### src/rtl/core/string_bucket_hash_unit_defines.svh
// Assertion macros shared by the string bucket hash RTL.
`ifndef STRING_BUCKET_HASH_UNIT_DEFINES_SVH
`define STRING_BUCKET_HASH_UNIT_DEFINES_SVH

`ifndef NO_ASSERTIONS
// Checked on every rising edge of clk_i, ignored while rst_ni is low.
`define SBH_ASSERT(lbl, prop, msg) \
  lbl: assert property (@(posedge clk_i) disable iff (!rst_ni) (prop)) else $error(msg);
// Checked on every rising edge of clk_i, reset included.
`define SBH_ASSERT_ALWAYS(lbl, prop, msg) \
  lbl: assert property (@(posedge clk_i) (prop)) else $error(msg);
`else
`define SBH_ASSERT(lbl, prop, msg)
`define SBH_ASSERT_ALWAYS(lbl, prop, msg)
`endif

`endif

### src/rtl/core/sbh_pkg.sv
// Types and constants for the string bucket hash unit.
package sbh_pkg;

  // Field widths
  localparam int unsigned CharW = 8;
  localparam int unsigned HashW = 32;
  localparam int unsigned LenW  = 31;

  // Hash arithmetic
  localparam int unsigned HashBase   = 13;
  localparam int unsigned CharOffset = 97;  // lower-case 'a'

  // Queue between front and back (depth must be a power of two)
  localparam int unsigned QDepth = 2;
  localparam int unsigned QPtrW  = $clog2(QDepth);
  localparam int unsigned QCntW  = $clog2(QDepth + 1);

  // Divider step count
  localparam int unsigned DivCntW = $clog2(HashW);

  // Configuration port
  localparam int unsigned AddrW   = 3;
  localparam int unsigned DataW   = 32;
  localparam int unsigned RegSelB = 2;  // paddr bit that selects the register word
  localparam logic        RegLenSel = 1'b0;

  // Queue status seen by both sides
  typedef struct packed {
    logic full;
    logic empty;
  } sbh_q_stat_t;

  // Back-end sequencer
  typedef enum logic [1:0] {
    BK_IDLE,
    BK_RUN,
    BK_HOLD
  } sbh_back_state_e;

endpackage

### src/rtl/core/sbh_front.sv
// Front end: takes character transfers and keeps the running base-13 hash.
module sbh_front
  import sbh_pkg::*;
(
  input  logic               clk_i,
  input  logic               rst_ni,
  input  logic               in_valid_i,
  input  logic [CharW-1:0]   char_code_i,
  output logic               in_stall_o,
  input  sbh_q_stat_t        q_stat_i,
  output logic               q_push_o,
  output logic [HashW-1:0]   q_data_o
);

  logic [HashW-1:0] hash_q;
  logic [HashW-1:0] hash_d;
  logic             accept;
  logic             term;

  // Stall only while the queue cannot take a finished string
  assign in_stall_o = q_stat_i.full;
  assign accept     = in_valid_i && !in_stall_o;
  assign term       = (char_code_i == '0);

  // Terminator hands the current hash to the back end
  assign q_push_o = accept && term;
  assign q_data_o = hash_q;

  // hash*13 + c - 'a', wrapping at 32 bits; cleared on terminator
  always_comb begin
    hash_d = hash_q;
    if (accept) begin
      if (term) begin
        hash_d = '0;
      end else begin
        hash_d = hash_q * HashW'(HashBase) + HashW'(char_code_i) - HashW'(CharOffset);
      end
    end
  end

  always_ff @(posedge clk_i or negedge rst_ni) begin
    if (!rst_ni) begin
      hash_q <= '0;
    end else begin
      hash_q <= hash_d;
    end
  end

endmodule

### src/rtl/core/sbh_queue.sv
// Short queue of finished string hashes between front and back.
module sbh_queue
  import sbh_pkg::*;
(
  input  logic               clk_i,
  input  logic               rst_ni,
  input  logic               push_i,
  input  logic [HashW-1:0]   push_data_i,
  input  logic               pop_i,
  output logic [HashW-1:0]   pop_data_o,
  output sbh_q_stat_t        stat_o
);

  logic [HashW-1:0] entry_q [QDepth];
  logic [QPtrW-1:0] wr_ptr_q, rd_ptr_q;
  logic [QCntW-1:0] cnt_q;
  logic             do_push, do_pop;

  assign stat_o.full  = (cnt_q == QCntW'(QDepth));
  assign stat_o.empty = (cnt_q == '0);

  assign do_push = push_i && !stat_o.full;
  assign do_pop  = pop_i && !stat_o.empty;

  assign pop_data_o = entry_q[rd_ptr_q];

  // Pointers and fill count
  always_ff @(posedge clk_i or negedge rst_ni) begin
    if (!rst_ni) begin
      wr_ptr_q <= '0;
      rd_ptr_q <= '0;
      cnt_q    <= '0;
    end else begin
      if (do_push) begin
        wr_ptr_q <= wr_ptr_q + 1'b1;
      end
      if (do_pop) begin
        rd_ptr_q <= rd_ptr_q + 1'b1;
      end
      if (do_push && !do_pop) begin
        cnt_q <= cnt_q + 1'b1;
      end else if (do_pop && !do_push) begin
        cnt_q <= cnt_q - 1'b1;
      end
    end
  end

  // Storage, no reset needed
  always_ff @(posedge clk_i) begin
    if (do_push) begin
      entry_q[wr_ptr_q] <= push_data_i;
    end
  end

endmodule

### src/rtl/core/sbh_back.sv
// Back end: restoring divider for hash modulo length, plus output register.
module sbh_back
  import sbh_pkg::*;
(
  input  logic               clk_i,
  input  logic               rst_ni,
  input  logic [LenW-1:0]    len_i,
  input  sbh_q_stat_t        q_stat_i,
  input  logic [HashW-1:0]   q_data_i,
  output logic               q_pop_o,
  output logic               out_valid_o,
  output logic [LenW-1:0]    bucket_o,
  input  logic               out_stall_i
);

  sbh_back_state_e   state_q, state_d;
  logic [HashW-1:0]  quo_q, quo_d;
  logic [LenW-1:0]   rem_q, rem_d;
  logic [DivCntW-1:0] cnt_q, cnt_d;
  logic              out_valid_q, out_valid_d;
  logic [LenW-1:0]   bucket_q, bucket_d;

  logic              out_free;
  logic [HashW-1:0]  trial;
  logic [HashW-1:0]  diff;
  logic              fits;
  logic [LenW-1:0]   rem_step;

  assign out_free = !out_valid_q || !out_stall_i;

  // One restoring step: bring in the next dividend bit, subtract if it fits
  assign trial    = {rem_q, quo_q[HashW-1]};
  assign diff     = trial - HashW'(len_i);
  assign fits     = (trial >= HashW'(len_i));
  assign rem_step = fits ? diff[LenW-1:0] : trial[LenW-1:0];

  // Sequencer and datapath next state
  always_comb begin
    state_d     = state_q;
    quo_d       = quo_q;
    rem_d       = rem_q;
    cnt_d       = cnt_q;
    bucket_d    = bucket_q;
    out_valid_d = out_valid_q && out_stall_i;
    q_pop_o     = 1'b0;
    case (state_q)
      BK_IDLE: begin
        if (!q_stat_i.empty) begin
          q_pop_o = 1'b1;
          quo_d   = q_data_i;
          rem_d   = '0;
          cnt_d   = DivCntW'(HashW - 1);
          state_d = BK_RUN;
        end
      end
      BK_RUN: begin
        quo_d = quo_q << 1;
        rem_d = rem_step;
        cnt_d = cnt_q - 1'b1;
        if (cnt_q == '0) begin
          if (out_free) begin
            bucket_d    = rem_step;
            out_valid_d = 1'b1;
            state_d     = BK_IDLE;
          end else begin
            state_d = BK_HOLD;
          end
        end
      end
      BK_HOLD: begin
        if (out_free) begin
          bucket_d    = rem_q;
          out_valid_d = 1'b1;
          state_d     = BK_IDLE;
        end
      end
      default: begin
        state_d = BK_IDLE;
      end
    endcase
  end

  // Control state
  always_ff @(posedge clk_i or negedge rst_ni) begin
    if (!rst_ni) begin
      state_q     <= BK_IDLE;
      out_valid_q <= 1'b0;
      cnt_q       <= '0;
    end else begin
      state_q     <= state_d;
      out_valid_q <= out_valid_d;
      cnt_q       <= cnt_d;
    end
  end

  // Datapath
  always_ff @(posedge clk_i) begin
    quo_q    <= quo_d;
    rem_q    <= rem_d;
    bucket_q <= bucket_d;
  end

  assign out_valid_o = out_valid_q;
  assign bucket_o    = bucket_q;

endmodule

### src/rtl/core/string_bucket_hash_unit.sv
// Flow: a terminator's hash is queued, popped and divided, and its bucket registered.
// Throughput: one character per cycle while not stalled; the 32-step restoring divider
// in the back end takes one string at a time, a two-entry queue absorbs bursts.
// Reset (rst_ni low, asynchronous): hash and queue cleared, divider idle,
// no result pending, table_length back to 1.
// Top level of the string bucket hash unit.
`include "string_bucket_hash_unit_defines.svh"

module string_bucket_hash_unit
  import sbh_pkg::*;
(
  input  logic               clk_i,
  input  logic               rst_ni,
  // character channel
  input  logic               in_valid_i,
  input  logic [CharW-1:0]   char_code_i,
  output logic               in_stall_o,
  // bucket channel
  output logic               out_valid_o,
  output logic [LenW-1:0]    bucket_o,
  input  logic               out_stall_i,
  // configuration
  input  logic               psel,
  input  logic               penable,
  input  logic               pwrite,
  input  logic [AddrW-1:0]   paddr,
  input  logic [DataW-1:0]   pwdata,
  output logic [DataW-1:0]   prdata,
  output logic               pready
);

  logic [LenW-1:0]  len_q;
  logic [LenW-1:0]  len_eff;
  logic             cfg_wr;
  sbh_q_stat_t      q_stat;
  logic             q_push;
  logic             q_pop;
  logic [HashW-1:0] q_wdata;
  logic [HashW-1:0] q_rdata;

  // Configuration register
  assign pready = 1'b1;
  assign cfg_wr = psel && penable && pwrite && pready && (paddr[RegSelB] == RegLenSel);

  always_ff @(posedge clk_i or negedge rst_ni) begin
    if (!rst_ni) begin
      len_q <= LenW'(1);
    end else if (cfg_wr) begin
      len_q <= pwdata[LenW-1:0];
    end
  end

  assign prdata  = (paddr[RegSelB] == RegLenSel) ? DataW'(len_q) : '0;
  // A zero length acts as one
  assign len_eff = (len_q == '0) ? LenW'(1) : len_q;

  sbh_front u_front (
    .clk_i       (clk_i),
    .rst_ni      (rst_ni),
    .in_valid_i  (in_valid_i),
    .char_code_i (char_code_i),
    .in_stall_o  (in_stall_o),
    .q_stat_i    (q_stat),
    .q_push_o    (q_push),
    .q_data_o    (q_wdata)
  );

  sbh_queue u_queue (
    .clk_i       (clk_i),
    .rst_ni      (rst_ni),
    .push_i      (q_push),
    .push_data_i (q_wdata),
    .pop_i       (q_pop),
    .pop_data_o  (q_rdata),
    .stat_o      (q_stat)
  );

  sbh_back u_back (
    .clk_i       (clk_i),
    .rst_ni      (rst_ni),
    .len_i       (len_eff),
    .q_stat_i    (q_stat),
    .q_data_i    (q_rdata),
    .q_pop_o     (q_pop),
    .out_valid_o (out_valid_o),
    .bucket_o    (bucket_o),
    .out_stall_i (out_stall_i)
  );

  // Checks
  `SBH_ASSERT(a_bucket_in_range, !out_valid_o || (bucket_o < len_eff), "bucket not below table length")
  `SBH_ASSERT(a_no_push_full, !(q_push && q_stat.full), "push into full queue")
  `SBH_ASSERT(a_term_queued, (in_valid_i && !in_stall_o && (char_code_i == '0)) |=> !q_stat.empty, "terminator lost")

endmodule
### config.mk
export PLATFORM = sky130hd
export DESIGN_NAME = string_bucket_hash_unit
export DESIGN_NICKNAME = d
export VERILOG_FILES = /design/src/rtl/core/sbh_pkg.sv /design/src/rtl/core/sbh_front.sv /design/src/rtl/core/sbh_queue.sv /design/src/rtl/core/sbh_back.sv /design/src/rtl/core/string_bucket_hash_unit.sv
export VERILOG_INCLUDE_DIRS = /design/src /design/src/rtl/core
export SDC_FILE = /design/constraint.sdc
export NUM_CORES = 1
export LEC_CHECK = 0
export BUFFER_PORTS_ARGS = -buffer_cell sky130_fd_sc_hd__buf_2
export CORE_MARGIN = 2
export CORE_UTILIZATION = 61
export CTS_CLUSTER_DIAMETER = 200
export DETAILED_ROUTE_END_ITERATION = 10
export PLACE_DENSITY = 0.81
export SYNTH_ARGS = -nofsm -noshare
export SYNTH_HDL_FRONTEND = slang
export SYNTH_SLANG_ARGS = --single-unit
### constraint.sdc
create_clock -name clk_i -period 5 [get_ports clk_i]
set_input_delay 1.25 -clock clk_i [delete_from_list [all_inputs] [get_ports clk_i]]
set_output_delay 1.25 -clock clk_i [all_outputs]
set_load 0.005 [all_outputs]
==> impl_metrics.py <==
metrics = {
    "route": {
        "ant_nets": 0,
        "vias": 10629,
        "via_per_inst": 5.815,
        "post-route-drc-count": 0,
        "wl_per_cell_um": 17.27,
        "firstDrtPassIters": 5,
        "finalWirelength_um": 31570,
        "drt_iter0_markers": 705,
    },
    "place": {
        "place.gp.congestion": 0.8750,
        "post-dp-hpwl_um": 22000,
        "port_buffers": 110,
        "place_area_sq_um": 15640,
        "post-place-cells": 1786,
    },
    "synthesis": {
        "ys_ff_latch": 233,
        "synthAdderAreaFrac_pct": 15.59,
        "ys.flop_type": "edfxtp_1",
        "netlist_area_sq_um": 14700,
        "syn_nets": 1598,
        "synth_cells": 1387,
        "syn_area_per_cell_sq_um": 10.60,
        "synth-simple-area-share_pct": 9.967,
        "yosysSeqAreaShare_pct": 45.05,
        "synthTopCellsByArea": "edfxtp_1, dfrtp_1, ha_1",
        "synth_top_family_by_area": "adder cells",
        "synth_xor_area_share_pct": 3.575,
        "yosysTopAreaCell": "edfxtp_1",
        "yosys.area.top_type_share_pct": 32.28,
        "synthMuxAreaShare_pct": 6.767,
        "ys_warn_count": 0,
        "synth_edf_count": 158,
        "synth_cell_types": 71,
        "synth_compound_area_share_pct": 13.07,
        "async_reset_ff_share_pct": 32.19,
    },
    "layout": {
        "fin_nets": 1703,
        "drive_above_1_share_pct": 15.18,
        "n_antenna_cell": 0,
        "fin_area_sq_um": 16470,
        "synthToLayoutAreaGrowth_pct": 12.06,
        "stdcell_count": 1828,
        "final_common_cell": "inv_1",
        "mostFrequentLayoutCells": "inv_1, edfxtp_1, ha_1",
    },
    "critical_path": {
        "worstSetupStartpointType": "input port",
        "crit_family": "adder cells",
        "worstPathBufferInverterCount": 4,
        "slowest_delay_ns": 0.53,
        "crit_chain": "buf_2 > ha_1 > ha_1 > inv_1 > fa_1 > inv_1 > ha_1 > fa_1 > a21o_1 > a21o_1 > a21oi_1 > nor2_1 > a311oi_1 > buf_4 > o22a_1 > a21oi_1 > xnor2_1 > o31ai_1",
        "critPathKind": "in -> reg",
        "crit_required_ns": 5.41,
        "path_common_cell": "ha_1",
        "cpMaxStageDelayCell": "fa_1",
        "path_max_fanout": 3,
        "timing.rr.start": "u_front.q_data_o[1]$_DFFE_PN0P_",
        "crit_start": "char_code_i[2]",
        "cp-end-kind": "flop",
        "cp.arrival_ns": 4.96,
    },
    "clocking": {
        "clock_path_buffers": 3,
        "cts_resized": 0,
        "htreeDepth": 1,
        "cts_buffers": 23,
        "holdBufCountCts": 0,
        "worstSkewPairLatency_ns": 0.51,
        "root_buffer": "clkbuf_16",
        "cts_setup_buffers": 0,
        "clkSinkCount": 233,
        "path_clk_slew_ns": 0.07,
        "cts_tree": "done",
    },
    "grt": {
        "grt_max_degree": 86,
        "grt_pass1_wl_um": 52870,
        "use_met3_pct": 3.048,
        "antenna_found_initial": 0,
        "grt_use_total_pct": 25.12,
        "grt.busiest_layer": "met2",
        "gr-usage-met1_pct": 32.35,
        "grt.overflow.total": 0,
        "use_met2_pct": 45.20,
        "grt_pass1_vias": 10765,
    },
    "run": {
        "maxCapViolCount": 0,
    },
    "floorplan": {
        "initial_core_util_pct": 62.44,
        "dieWidth_um": 159.2,
        "core_area_sq_um": 23540,
        "num_io_pins": 116,
        "dieArea_sq_um": 25360,
        "rows": 56,
        "die_y_um": 159.2,
    },
    "sta": {
        "finClkSkew_ns": 0.01516,
        "period_needed_ns": 4.558,
        "rsz0062_at_grt": "no",
        "worst_pin_slew_ns": 1.155,
        "fin_crit_sh_pct": 91.16,
        "maxSlewViolCount": 0,
        "final-hold-violation-count": 0,
        "max_slew_margin_pct": 23.00,
        "tns_ns": 0,
        "finalSetupViolCount": 0,
        "fmax_mhz": 219.4,
    },
    "status": {
        "outcome": "finished, final reports clean",
    },
    "hold_path": {
        "hold_path_class": "reg -> reg",
        "hp-start": "u_front.q_data_o[23]$_DFFE_PN0P_",
    },
}
-- Yosys cell counts (all sizes together) (12+ instances only) --
library cell / number
nor3: 14
inv: 175
dfrtp: 74
nor2b: 13
edfxtp: 158
o31ai: 12
fa: 37
a21oi: 73
o21ai: 84
mux2: 40
a21o: 39
nor2: 92
nand3: 17
a22o: 20
mux2i: 54
and2: 16
clkbuf: 39
xor2: 27
xnor2: 33
buf: 14
nand2: 104
ha: 124
-- sequential cells by signal, summed over array words and instances, names as in the netlist --
| register | flops |
|---|---|
| u_queue.entry_q | 64 |
| u_front.q_data_o | 32 |
| u_back.state_q | 2 |
| u_queue.wr_ptr_q | 1 |
| u_back.bucket_o | 31 |
| u_queue.rd_ptr_q | 1 |
| u_queue.cnt_q | 2 |
| u_back.quo_q | 32 |
| len_q | 31 |
| u_back.cnt_q | 5 |
| u_back.out_valid_o | 1 |
| u_back.rem_q | 31 |
-- layout make-up --
class,count,area (sq um)
Sequential cell,233,6623
Clock inverter,17,255.2
Clock buffer,25,583.1
Timing Repair Buffer,133,725.7
Inverter,175,656.9
Fill cell,1680,7069
Multi-Input combinational cell,926,7231
Tap cell,319,399.1
-- stage by stage --
stage / hold WS [ns] / setup WS [ns] / utilization [%]
3_3_place_gp: 0.4767 / -0.0002487 / 66.41
4_1_cts: 0.4969 / 0.4533 / 69.97
6_report: 0.4940 / 0.4421 / 69.97
5_1_grt: 0.5127 / 0.2126 / 69.97
2_1_floorplan: 0.4558 / 0.2722 / -
3_5_place_dp: 0.4884 / -0.06157 / 66.41
-- per-layer routing --
layer	routed length (um)	vias to the layer above
li1	-	5078
met2	15770	319
met4	744	0
met5	0	-
met3	1608	65
met1	13450	5167
-- logic make-up after synthesis --
| logic type | count (synthesis) |
|---|---|
| AND/OR/NAND/NOR | 314 |
| AO/OA/AOI/OAI | 295 |
| flip-flops | 233 |
| buffers and inverters | 228 |
| adder cells (fa/ha/maj) | 161 |
| multiplexers | 94 |
| XOR/XNOR | 60 |
| other | 2 |
-- path summary, 6_finish.rpt --
check	end	cells past startpoint	slack, ns
worst min-delay path	u_queue.entry_q[1][23]$_DFFE_PP_	0	0.49
min in group asynchronous	u_front.q_data_o[0]$_DFFE_PN0P_	1	0.91
worst max register to register	u_front.q_data_o[26]$_DFFE_PN0P_	18	0.68
max in group asynchronous	len_q[6]$_DFFE_PN0P_	1	3.41
worst max-delay path	u_front.q_data_o[26]$_DFFE_PN0P_	18	0.44
worst min register to register	u_queue.entry_q[1][23]$_DFFE_PP_	0	0.49
Power is not shown: default switching activity piles up to over one toggle a cycle in this logic, so the estimate is an artifact.
